## src/rtl/core/pfe_pkg.sv

```systemverilog
// ----------------------------------------------------------------------------
// pfe_pkg
// Shared types and constants of the postfix integer evaluator.
// ----------------------------------------------------------------------------
package pfe_pkg;

   localparam int DATA_WIDTH          = 32;
   localparam int STACK_DEPTH_DEFAULT = 32;

   typedef enum logic [2:0] {
      OP_ADD = 3'd0,
      OP_SUB = 3'd1,
      OP_MUL = 3'd2,
      OP_DIV = 3'd3,
      OP_MOD = 3'd4,
      OP_POW = 3'd5
   } op_code_type;

   typedef enum logic [1:0] {
      STATUS_OK     = 2'd0,
      STATUS_SYNTAX = 2'd1,
      STATUS_DIVZ   = 2'd2
   } status_type;

   typedef struct packed {
      logic        start;
      op_code_type code;
   } alu_req_type;

   typedef struct packed {
      logic       done;
      status_type status;
   } alu_rsp_type;

endpackage

```

## src/rtl/core/pfe_ram.sv

```systemverilog
// ----------------------------------------------------------------------------
// pfe_ram
// Generic single-write, single-read RAM with registered read data.
// ----------------------------------------------------------------------------
module pfe_ram #(
   parameter int WIDTH = 32,
   parameter int DEPTH = 32
) (
   input  logic                     clock,
   input  logic                     wr_en,
   input  logic [$clog2(DEPTH)-1:0] wr_addr,
   input  logic [WIDTH-1:0]         wr_data,
   input  logic [$clog2(DEPTH)-1:0] rd_addr,
   output logic [WIDTH-1:0]         rd_data
);

   logic [WIDTH-1:0] mem_ff [DEPTH];
   logic [WIDTH-1:0] rd_data_ff;

   always_ff @(posedge clock) begin
      if (wr_en) begin
         mem_ff[wr_addr] <= wr_data;
      end
      rd_data_ff <= mem_ff[rd_addr];
   end

   assign rd_data = rd_data_ff;

endmodule

```

## src/rtl/core/pfe_alu.sv

```systemverilog
// ----------------------------------------------------------------------------
// pfe_alu
// Iterative arithmetic unit: add, sub, multiply, power by square and
// multiply on one shared multiplier, signed divide and modulo by restoring
// division one quotient bit per cycle.
// ----------------------------------------------------------------------------
module pfe_alu (
   input  logic                             clock,
   input  logic                             reset,
   input  pfe_pkg::alu_req_type             alu_req,
   input  logic [pfe_pkg::DATA_WIDTH-1:0]   left,
   input  logic [pfe_pkg::DATA_WIDTH-1:0]   right,
   output pfe_pkg::alu_rsp_type             alu_rsp,
   output logic [pfe_pkg::DATA_WIDTH-1:0]   result
);

   localparam int DW = pfe_pkg::DATA_WIDTH;
   localparam int SW = $clog2(DW);

   typedef enum logic [2:0] {
      ALU_IDLE,
      ALU_MUL,
      ALU_POW_A,
      ALU_POW_B,
      ALU_DIV,
      ALU_FIX,
      ALU_DONE
   } alu_state_type;

   alu_state_type        state_ff;
   pfe_pkg::op_code_type code_ff;
   pfe_pkg::status_type  status_ff;
   logic [DW-1:0]        a_ff;
   logic [DW-1:0]        b_ff;
   logic [DW-1:0]        acc_ff;
   logic [SW-1:0]        step_ff;
   logic                 neg_q_ff;
   logic                 neg_r_ff;

   logic [DW-1:0]   mul_x;
   logic [DW-1:0]   mul_y;
   logic [DW-1:0]   mul_lo;
   logic [DW:0]     shifted;
   logic [DW:0]     diff;
   logic [DW-1:0]   left_mag;
   logic [DW-1:0]   right_mag;
   logic [DW-1:0]   b_next;

   assign mul_x  = (state_ff == ALU_POW_A) ? acc_ff : a_ff;
   assign mul_y  = (state_ff == ALU_MUL) ? b_ff : a_ff;
   assign mul_lo = mul_x * mul_y;

   assign shifted = {acc_ff, b_ff[DW-1]};
   assign diff    = shifted - {1'b0, a_ff};

   assign left_mag  = left[DW-1] ? (~left + DW'(1)) : left;
   assign right_mag = right[DW-1] ? (~right + DW'(1)) : right;
   assign b_next    = {1'b0, b_ff[DW-1:1]};

   always_ff @(posedge clock) begin
      if (reset) begin
         state_ff <= ALU_IDLE;
      end else begin
         unique case (state_ff)
            ALU_IDLE: begin
               if (alu_req.start) begin
                  code_ff <= alu_req.code;
                  case (alu_req.code) inside
                     pfe_pkg::OP_ADD: begin
                        status_ff <= pfe_pkg::STATUS_OK;
                        acc_ff    <= left + right;
                        state_ff  <= ALU_DONE;
                     end
                     pfe_pkg::OP_SUB: begin
                        status_ff <= pfe_pkg::STATUS_OK;
                        acc_ff    <= left - right;
                        state_ff  <= ALU_DONE;
                     end
                     pfe_pkg::OP_MUL: begin
                        status_ff <= pfe_pkg::STATUS_OK;
                        a_ff      <= left;
                        b_ff      <= right;
                        state_ff  <= ALU_MUL;
                     end
                     pfe_pkg::OP_DIV, pfe_pkg::OP_MOD: begin
                        if (right == '0) begin
                           status_ff <= pfe_pkg::STATUS_DIVZ;
                           state_ff  <= ALU_DONE;
                        end else begin
                           status_ff <= pfe_pkg::STATUS_OK;
                           a_ff      <= right_mag;
                           b_ff      <= left_mag;
                           acc_ff    <= '0;
                           step_ff   <= '0;
                           neg_q_ff  <= left[DW-1] ^ right[DW-1];
                           neg_r_ff  <= left[DW-1];
                           state_ff  <= ALU_DIV;
                        end
                     end
                     pfe_pkg::OP_POW: begin
                        status_ff <= pfe_pkg::STATUS_OK;
                        a_ff      <= left;
                        b_ff      <= right;
                        if (right[DW-1]) begin
                           acc_ff   <= '0;
                           state_ff <= ALU_DONE;
                        end else begin
                           acc_ff   <= DW'(1);
                           state_ff <= (right != '0) ? ALU_POW_A : ALU_DONE;
                        end
                     end
                     default: begin
                        status_ff <= pfe_pkg::STATUS_SYNTAX;
                        state_ff  <= ALU_DONE;
                     end
                  endcase
               end
            end
            ALU_MUL: begin
               acc_ff   <= mul_lo;
               state_ff <= ALU_DONE;
            end
            ALU_POW_A: begin
               if (b_ff[0]) begin
                  acc_ff <= mul_lo;
               end
               state_ff <= ALU_POW_B;
            end
            ALU_POW_B: begin
               a_ff     <= mul_lo;
               b_ff     <= b_next;
               state_ff <= (b_next == '0) ? ALU_DONE : ALU_POW_A;
            end
            ALU_DIV: begin
               if (!diff[DW]) begin
                  acc_ff <= diff[DW-1:0];
                  b_ff   <= {b_ff[DW-2:0], 1'b1};
               end else begin
                  acc_ff <= shifted[DW-1:0];
                  b_ff   <= {b_ff[DW-2:0], 1'b0};
               end
               step_ff <= step_ff + SW'(1);
               if (step_ff == SW'(DW - 1)) begin
                  state_ff <= ALU_FIX;
               end
            end
            ALU_FIX: begin
               if (code_ff == pfe_pkg::OP_DIV) begin
                  acc_ff <= neg_q_ff ? (~b_ff + DW'(1)) : b_ff;
               end else begin
                  acc_ff <= neg_r_ff ? (~acc_ff + DW'(1)) : acc_ff;
               end
               state_ff <= ALU_DONE;
            end
            ALU_DONE: state_ff <= ALU_IDLE;
            default:  state_ff <= ALU_IDLE;
         endcase
      end
   end

   assign alu_rsp.done   = (state_ff == ALU_DONE);
   assign alu_rsp.status = status_ff;
   assign result         = acc_ff;

endmodule

```

## src/rtl/core/postfix_integer_evaluator.sv

```systemverilog
// ----------------------------------------------------------------------------
// postfix_integer_evaluator
// Evaluates a postfix integer expression streamed one token per transaction.
// ----------------------------------------------------------------------------
// Numbers are pushed onto an operand stack held in RAM with the top value
// mirrored in a register; operators pop two values and push the result,
// wrapping at 32 bits. The token marked last returns one result transaction
// (value and status: ok, syntax error or division by zero) and clears the
// stack for the next expression. The block takes one token at a time: it
// accepts a new one only when idle, after the last one is done. Divide and
// modulo produce one quotient bit per cycle, and power makes two passes
// through the shared multiplier per exponent bit up to the highest set bit.
// A last token then loads the result register once it is free; that
// register may hold a result while the next expression streams in.
// ----------------------------------------------------------------------------
module postfix_integer_evaluator #(
   parameter int STACK_DEPTH = pfe_pkg::STACK_DEPTH_DEFAULT
) (
   input  logic                                  clock,
   input  logic                                  reset,
   input  logic                                  req_valid,
   output logic                                  req_ready,
   input  logic                                  req_op,
   input  logic signed [pfe_pkg::DATA_WIDTH-1:0] req_number,
   input  logic [2:0]                            req_operator_code,
   input  logic                                  req_last_token,
   output logic                                  rsp_valid,
   input  logic                                  rsp_ready,
   output logic signed [pfe_pkg::DATA_WIDTH-1:0] rsp_value,
   output logic [1:0]                            rsp_status
);

   localparam int DW = pfe_pkg::DATA_WIDTH;
   localparam int CW = $clog2(STACK_DEPTH + 1);
   localparam int AW = $clog2(STACK_DEPTH);

   typedef enum logic [2:0] {
      ST_IDLE,
      ST_READ,
      ST_WAIT,
      ST_LAST
   } eval_state_type;

   eval_state_type              state_ff;
   logic [CW-1:0]               count_ff;
   pfe_pkg::status_type         err_ff;
   logic [DW-1:0]               tos_ff;
   logic [2:0]                  code_ff;
   logic                        last_ff;
   logic                        rsp_valid_ff;
   logic signed [DW-1:0]        rsp_value_ff;
   pfe_pkg::status_type         rsp_status_ff;

   logic                        accept;
   logic                        full;
   logic [CW-1:0]               count_m2;
   logic                        ram_wr_en;
   logic [AW-1:0]               ram_wr_addr;
   logic [DW-1:0]               ram_wr_data;
   logic [DW-1:0]               ram_rd_data;
   pfe_pkg::alu_req_type        alu_req;
   pfe_pkg::alu_rsp_type        alu_rsp;
   logic [DW-1:0]               alu_result;
   logic                        slot_free;
   pfe_pkg::status_type         final_status;

   assign req_ready = (state_ff == ST_IDLE);
   assign accept    = req_valid && req_ready;
   assign full      = (count_ff == CW'(STACK_DEPTH));
   assign count_m2  = count_ff - CW'(2);
   assign slot_free = !rsp_valid_ff || rsp_ready;

   assign alu_req.start = (state_ff == ST_READ);
   assign alu_req.code  = pfe_pkg::op_code_type'(code_ff);

   always_comb begin
      ram_wr_en   = 1'b0;
      ram_wr_addr = count_ff[AW-1:0];
      ram_wr_data = $unsigned(req_number);
      if (state_ff == ST_WAIT) begin
         ram_wr_en   = alu_rsp.done && (alu_rsp.status == pfe_pkg::STATUS_OK);
         ram_wr_addr = count_m2[AW-1:0];
         ram_wr_data = alu_result;
      end else if (accept && (err_ff == pfe_pkg::STATUS_OK) && !req_op && !full) begin
         ram_wr_en = 1'b1;
      end
   end

   always_comb begin
      if (err_ff != pfe_pkg::STATUS_OK) begin
         final_status = err_ff;
      end else if (count_ff != CW'(1)) begin
         final_status = pfe_pkg::STATUS_SYNTAX;
      end else begin
         final_status = pfe_pkg::STATUS_OK;
      end
   end

   pfe_ram #(
      .WIDTH (DW),
      .DEPTH (STACK_DEPTH)
   ) u_stack (
      .clock   (clock),
      .wr_en   (ram_wr_en),
      .wr_addr (ram_wr_addr),
      .wr_data (ram_wr_data),
      .rd_addr (count_m2[AW-1:0]),
      .rd_data (ram_rd_data)
   );

   pfe_alu u_alu (
      .clock   (clock),
      .reset   (reset),
      .alu_req (alu_req),
      .left    (ram_rd_data),
      .right   (tos_ff),
      .alu_rsp (alu_rsp),
      .result  (alu_result)
   );

   always_ff @(posedge clock) begin
      if (reset) begin
         state_ff     <= ST_IDLE;
         count_ff     <= '0;
         err_ff       <= pfe_pkg::STATUS_OK;
         rsp_valid_ff <= 1'b0;
      end else begin
         if (rsp_valid_ff && rsp_ready && (state_ff != ST_LAST)) begin
            rsp_valid_ff <= 1'b0;
         end
         unique case (state_ff)
            ST_IDLE: begin
               if (accept) begin
                  code_ff <= req_operator_code;
                  last_ff <= req_last_token;
                  if ((err_ff == pfe_pkg::STATUS_OK) && req_op && (count_ff >= CW'(2))) begin
                     state_ff <= ST_READ;
                  end else if (req_last_token) begin
                     state_ff <= ST_LAST;
                  end
                  if (err_ff == pfe_pkg::STATUS_OK) begin
                     if (!req_op) begin
                        if (full) begin
                           err_ff <= pfe_pkg::STATUS_SYNTAX;
                        end else begin
                           tos_ff   <= $unsigned(req_number);
                           count_ff <= count_ff + CW'(1);
                        end
                     end else if (count_ff < CW'(2)) begin
                        err_ff <= pfe_pkg::STATUS_SYNTAX;
                     end
                  end
               end
            end
            ST_READ: state_ff <= ST_WAIT;
            ST_WAIT: begin
               if (alu_rsp.done) begin
                  if (alu_rsp.status == pfe_pkg::STATUS_OK) begin
                     tos_ff   <= alu_result;
                     count_ff <= count_ff - CW'(1);
                  end else begin
                     err_ff <= alu_rsp.status;
                  end
                  state_ff <= last_ff ? ST_LAST : ST_IDLE;
               end
            end
            ST_LAST: begin
               if (slot_free) begin
                  rsp_valid_ff  <= 1'b1;
                  rsp_status_ff <= final_status;
                  rsp_value_ff  <= (final_status == pfe_pkg::STATUS_OK) ?
                                   $signed(tos_ff) : '0;
                  count_ff      <= '0;
                  err_ff        <= pfe_pkg::STATUS_OK;
                  state_ff      <= ST_IDLE;
               end
            end
            default: state_ff <= ST_IDLE;
         endcase
      end
   end

   assign rsp_valid  = rsp_valid_ff;
   assign rsp_value  = rsp_value_ff;
   assign rsp_status = rsp_status_ff;

endmodule
```

## config.mk

```make
export PLATFORM = sky130hd
export DESIGN_NAME = postfix_integer_evaluator
export DESIGN_NICKNAME = d
export VERILOG_FILES = /design/src/rtl/core/pfe_pkg.sv /design/src/rtl/core/pfe_ram.sv /design/src/rtl/core/pfe_alu.sv /design/src/rtl/core/postfix_integer_evaluator.sv
export SDC_FILE = /design/constraint.sdc
export NUM_CORES = 2
export LEC_CHECK = 0
export BUFFER_PORTS_ARGS = -buffer_cell sky130_fd_sc_hd__buf_4
export CAP_MARGIN = 0
export CORE_UTILIZATION = 39
export CTS_CLUSTER_DIAMETER = 40
export CTS_CLUSTER_SIZE = 20
export DETAILED_ROUTE_END_ITERATION = 8
export GPL_TIMING_DRIVEN = 0
export PLACE_DENSITY = 0.63
export SKIP_CTS_REPAIR_TIMING = 1
export SYNTH_ARGS = -nofsm -noshare
export SYNTH_HDL_FRONTEND = slang
export SYNTH_HIERARCHICAL = 1
export SYNTH_SLANG_ARGS = --single-unit
```

## constraint.sdc

```tcl
create_clock -name clock -period 24.8 [get_ports clock]
set_clock_uncertainty 0.15 [all_clocks]
set_input_delay 1.24 -clock clock [delete_from_list [all_inputs] [get_ports clock]]
set_output_delay 1.24 -clock clock [all_outputs]
set_load 0.02 [all_outputs]
```

After elaboration in Yosys (flattened, before gate mapping). Memories as Yosys holds them, arrays and structs flattened. A register that Yosys moved wholly into a read port is not among the register bits. Cells that the tools add are included.

Output and inout port bits: 36. Bits in writable memories: 1024. Memories kept: 1. Register bits after elaboration: 193. Word-level logic and storage cells: 231. Input port bits: 41.

Memory list: u_stack.mem_ff (depth 32, bits a word 32, read ports 1, clocked after memory_dff 1, write ports 1, RTL line pfe_ram.sv:17) `logic [WIDTH-1:0] mem_ff [DEPTH];`.

$mul: 1. Equality and inequality tests: 44. $lt $le $gt $ge: 2. Multiplexer cells: 99. Reductions and logical operators: 45. $add $sub $neg: 11. Bitwise logic cells: 10.

Operators with widths (number): 32-bit 2-to-1 mux (37); 32-bit case mux with 5 select lines (1); 32-bit by 1-bit adder with 32-bit output (second input constant) (4); 32-bit inverter (4); 32-bit case mux with 2 select lines (2); 32-bit case mux with 3 select lines (1); 32-bit logical NOT (2); 8-bit AND reduction (6); 3-bit 2-to-1 mux (15); 6-bit 2-to-1 mux (7); 5-bit 2-to-1 mux (7); 33-bit by 32-bit subtractor with 33-bit output (1); 32-bit adder (1); 32-bit by 32-bit multiplier with 32-bit output (1); 32-bit nonzero test (1); 32-bit subtractor (1); 2-bit 2-to-1 mux (13); 2-bit inequality test (second input constant) (11); 3-bit by 2-bit == test with 1-bit output (second input constant) (7); 6-bit case mux with 3 select lines (1); 3-bit == test (second input constant) (5); 3-bit case mux with 5 select lines (1); 7-bit AND reduction (2); 3-bit case mux with 4 select lines (1); other kinds (35) (80).

Longest topological paths before layout.
Depth after elaboration: 10. Mapped depth: 35.

Modules after synthesis. The synthesis kept the hierarchy.

By module, submodules not included: pfe_ram (cells each 2260, seq. area each 31390.1 um^2, instances 1, area each 40485.1 um^2); pfe_alu (cells each 3633, seq. area each 3303.2 um^2, instances 1, area each 29701.0 um^2); postfix_integer_evaluator (cells each 346, seq. area each 2322.2 um^2, instances 1, area each 3777.4 um^2).

Least setup slack after synthesis. OpenSTA, ideal clock, no wires.

Path type: register to register. Start: register u_alu.state_ff[1]. End: register u_alu.acc_ff[28] (netlist: u_alu/result[28]) (data pin). Required time: 24.385 ns. Arrival: 8.604 ns. Cell stages (with the launch flop): 32. Slack: 15.781 ns. Buffers on the path: 8. Path through: dfxtp_1 -> buf_2 -> nor3b_2 -> buf_6 -> buf_6 -> buf_6 -> buf_6 -> clkbuf_1 -> mux2i_1 -> clkbuf_1 -> nor2_1 -> fa_1 -> fa_1 -> fa_1 -> inv_1 -> fa_1 -> inv_1 -> fa_1 -> inv_1 -> fa_1 -> inv_1 -> fa_1 -> fa_1 -> ha_1 -> clkbuf_1 -> nand4_1 -> or4_1 -> a21o_1 -> or2_2 -> a41oi_1 -> o21ai_0 -> or3_1.

Cells in the longest elaborated chain, start to end: 5. Elaborated cells on any way between the ends: 10. Classes of those cells: mul: 1; eq/ne: 4; mux: 4; reduce/logical: 1.

Ends and longest elaborated chain: from (decl) (RTL line pfe_alu.sv:30) `alu_state_type state_ff;`; from (signal assigned) (RTL line pfe_alu.sv:109) `state_ff <= (right != '0) ? ALU_POW_A : ALU_DONE;`; from (signal assigned) (RTL line pfe_alu.sv:132) `state_ff <= (b_next == '0) ? ALU_DONE : ALU_POW_A;`; 3-bit by 2-bit == test with 1-bit output / 3-bit by 1-bit == test with 1-bit output (equally long branches) (RTL line pfe_alu.sv:49, pfe_alu.sv:64, pfe_alu.sv:50); 32-bit 2-to-1 mux (on tied branches) (RTL line pfe_alu.sv:49, pfe_alu.sv:50); 32-bit by 32-bit multiplier with 32-bit output (RTL line pfe_alu.sv:51) `assign mul_lo = mul_x * mul_y;`; 32-bit 2-to-1 mux (RTL line pfe_alu.sv:124) `if (b_ff[0]) begin`; 32-bit case mux with 5 select lines (*) (RTL line pfe_alu.sv:64) `unique case (state_ff)`; to (signal assigned) (RTL line pfe_alu.sv:71) `acc_ff <= left + right;`; to (signal assigned) (RTL line pfe_alu.sv:76) `acc_ff <= left - right;`; to (signal assigned) (RTL line pfe_alu.sv:125) `acc_ff <= mul_lo;`; to (decl) (RTL line pfe_alu.sv:35) `logic [DW-1:0] acc_ff;`.

Every way passes the cells marked *; elsewhere a longest branch is shown, timed or not. The select of a mux whose other input is x is not followed. A chain may end at the register's enable or synchronous reset.

Worst setup path after layout.
Start: register u_alu.state_ff[1]. End: register u_alu.acc_ff[31] (netlist: u_alu/result[31]) (data pin).

Same word-level chain as after synthesis.

==> metrics.log <==
INFO  metric core_area = 188000 um^2
INFO  metric hold_path_class = flip-flop to flip-flop
INFO  metric run_status = complete, but fails checks
INFO  metric violations = capacitance limit, slew limit
INFO  metric worstSetupStartpoint = u_alu/state_ff[1]
INFO  metric tritoncts = yes
INFO  metric drcViolationCount = 0
INFO  metric critical_path_arrival = 12.44 ns
INFO  metric initial_core_util = 39.3%
INFO  metric die_height = 437 um
INFO  metric period_share = 49.0%
INFO  metric drv_slew = 54
INFO  metric number_of_antenna_violations_at_the_first_check_in_global_routing = 0
INFO  metric synthesis.instances = 6239
INFO  metric tritoncts.num_buffers = 130
INFO  metric grt_max_degree = 34
INFO  metric drv.max_cap_violation_count = 9
INFO  metric cts-root-to-sink-buffers = 3
INFO  metric first_pass_iters = 6
INFO  metric worst_setup_hold_path_clk_slew = 0.05 ns
INFO  metric slowest_delay = 0.74 ns
INFO  metric grt_setup_unrepaired = no
INFO  metric synth.top_cells.by_area = edfxtp_1 (49%), fa_1 (11%), mux2i_1 (8.0%)
INFO  metric detail_route.wirelength = 251000 um
INFO  metric ios = 77
INFO  metric via_per_inst = 5.64
INFO  metric synth_area_leader_cell = edfxtp_1
INFO  metric final.setup.tns = 0 ns
INFO  metric synthDistinctLibCells = 95
INFO  metric min_period = 12.14 ns
INFO  metric end_kind = flip-flop
INFO  metric ys_seq_elements = 1248
INFO  metric place.detailed.hpwl = 193000 um
INFO  metric relSlewSlack = -6.08%
INFO  metric detailroute.via_count = 51300
INFO  metric fp.dieArea = 191000 um^2
INFO  metric synth_enable_flop_cells = 1202
INFO  metric layout-drive-gt1-share = 8.62%
INFO  metric initialDrtViolationCount = 4420
INFO  metric num-fill-cells = 17300
INFO  metric fp.dieW = 437 um
INFO  metric crit_slowest_cell = o21ai_1
INFO  metric clk-insertion-delay-late = 0.77 ns
INFO  metric setup-violations-final = 0
INFO  metric globalRouteOverflowTotal = 0
INFO  metric timing_worst_slew_pin_value = 1.57 ns
INFO  metric regToRegStartpoint = u_alu/state_ff[1]
INFO  metric critical_path.most_common_cell = fa_1
INFO  metric path_buf_inv = 10
INFO  metric crit_required = 25.10 ns
INFO  metric syn_avg_cell_area = 11.9 um^2
INFO  metric clockRootBuffer = clkbuf_16
INFO  metric grt_pass1_wl = 360000 um
INFO  metric clock-sinks = 1248
INFO  metric htree_levels = 4
INFO  metric final_nets = 7184
INFO  metric ant_nets = 0
INFO  metric area_growth_syn_to_layout = 12.7%
INFO  metric crit_path_max_fanout = 10
INFO  metric port_buffers = 76
INFO  metric place_congestion = 0.979
INFO  metric yosysSeqAreaShare = 50.0%
INFO  metric min_delay_src = code_ff[1]
INFO  metric floorplan.rows = 159
INFO  metric synth_area = 74000 um^2
INFO  metric cp-start-kind = flip-flop
INFO  metric achievable_clock_frequency = 82.4 MHz
INFO  metric finalHoldViolations = 0
INFO  metric vias_in_the_first_global_route = 52300
INFO  metric synth-main-ff-cell = edfxtp_1
INFO  metric cp_top_family = adder cells
INFO  metric synthArstFlopShare = 0%
INFO  metric synthDominantCellAreaShare = 48.8%
INFO  metric worstSetupPathType = flip-flop to flip-flop
INFO  metric synthesis.nets = 6922
INFO  metric route.detailed.wl_per_inst = 27.6 um
INFO  metric globalRouteTotalUtil = 25.9%
INFO  metric yosysWarnings = 6
path summary, 6_finish.rpt:
path	slack, ns	to	depth (start not counted)
setup / recovery	12.66	u_alu/result[31]	34
hold / removal	0.32	u_alu/code_ff[1]	0
setup reg to reg	12.66	u_alu/result[31]	34
hold reg to reg	0.32	u_alu/code_ff[1]	0
registers in the layout, indices dropped and copies added, names as in the netlist, 2 cells and up:
name / cells
u_alu/a_ff: 32
state_ff: 2
tos_ff: 32
u_stack/mem_ff: 1024
u_stack/rd_data: 32
u_alu/code_ff: 3
u_alu/status_ff: 2
rsp_status: 2
count_ff: 6
u_alu/state_ff: 3
rsp_value: 32
u_alu/result: 32
u_alu/b_ff: 32
err_ff: 2
code_ff: 3
u_alu/step_ff: 5
area by class of cell:
| cell class | count | area [um^2] | share of cell area [%] |
|---|---|---|---|
| timing repair buffer | 130 | 1480 | 1.77 |
| buffer | 334 | 1650 | 1.98 |
| inverter | 503 | 1890 | 2.27 |
| sequential | 1248 | 37000 | 44.4 |
| multi-input combinational | 4154 | 33700 | 40.5 |
| clock buffer | 141 | 3420 | 4.11 |
| tap | 2495 | 3120 | 3.75 |
| clock inverter | 88 | 1030 | 1.23 |
| antenna | 4 | 10.0 | 0.0120 |
logic make-up after synthesis:
logic type	after synthesis	share of synthesized area (%)
and+or+nand+nor	1566	9.44
DFF	1248	50.0
AOI/OAI and AO/OA	1085	9.43
buffers and inverters	837	4.78
adders and majority gates	642	15.0
muxes	610	8.28
xor gates and xnor gates	251	2.99
per-stage QoR:
stage | hold WS [ns] | setup WS [ns] | instance area [um^2] | util, % | std cells
floorplan | 0.274 | 15.78 | 74000 | - | 6239
global placement | 0.325 | 12.20 | 77700 | 41.3 | 8810
detailed placement | 0.320 | 12.94 | 78800 | 41.9 | 8862
CTS | 0.334 | 12.83 | 83300 | 44.3 | 9091
global route | 0.338 | 12.30 | 83300 | 44.3 | 9093
finish | 0.321 | 12.66 | 83300 | 44.3 | 9097
layout by cell type, fill, tap and decap left out, types with 20 or more instances in the layout:
cell type / n
a211oi_1: 23
a21o_1: 42
a21oi_1: 308
a22o_1: 66
a22oi_1: 130
a31oi_1: 43
and3_1: 37
buf_12: 36
buf_2: 40
buf_4: 121
buf_6: 32
clkbuf_1: 215
clkbuf_16: 136
dfxtp_1: 46
edfxtp_1: 1202
fa_1: 411
ha_1: 231
inv_1: 502
mux2i_1: 584
nand2_1: 549
nand2b_1: 47
nand3_1: 130
nor2_1: 495
nor2_4: 35
nor2b_1: 25
nor3_1: 88
nor4_1: 20
o211ai_1: 36
o21a_1: 20
o21ai_0: 208
o21ai_1: 27
o21bai_1: 24
o31ai_1: 35
or2_2: 20
or3_1: 26
xnor2_1: 165
xor2_1: 85
metal layers:
metal	vias to the layer above	part of all wire, %	wire length (um)	global-route usage (%)
li1	22700	-	-	-
met1	26000	37	91800	29.4
met2	2012	50	126000	45.7
met3	618	5.8	14600	3.51
met4	0	7.3	18300	16.5
met5	-	0	0	0
cells in the mapped netlist, drive strengths merged (66+ instances only):
| cell | number |
|---|---|
| o21ai | 235 |
| ha | 231 |
| nor3 | 90 |
| edfxtp | 1202 |
| clkbuf | 214 |
| nor2 | 531 |
| mux2i | 593 |
| nand2 | 550 |
| xnor2 | 165 |
| fa | 411 |
| xor2 | 85 |
| a22o | 66 |
| nand3 | 130 |
| buf | 120 |
| a21oi | 310 |
| inv | 503 |
| a22oi | 130 |
Power is not shown: default switching activity piles up to over one toggle a cycle in this logic, so the estimate is an artifact.
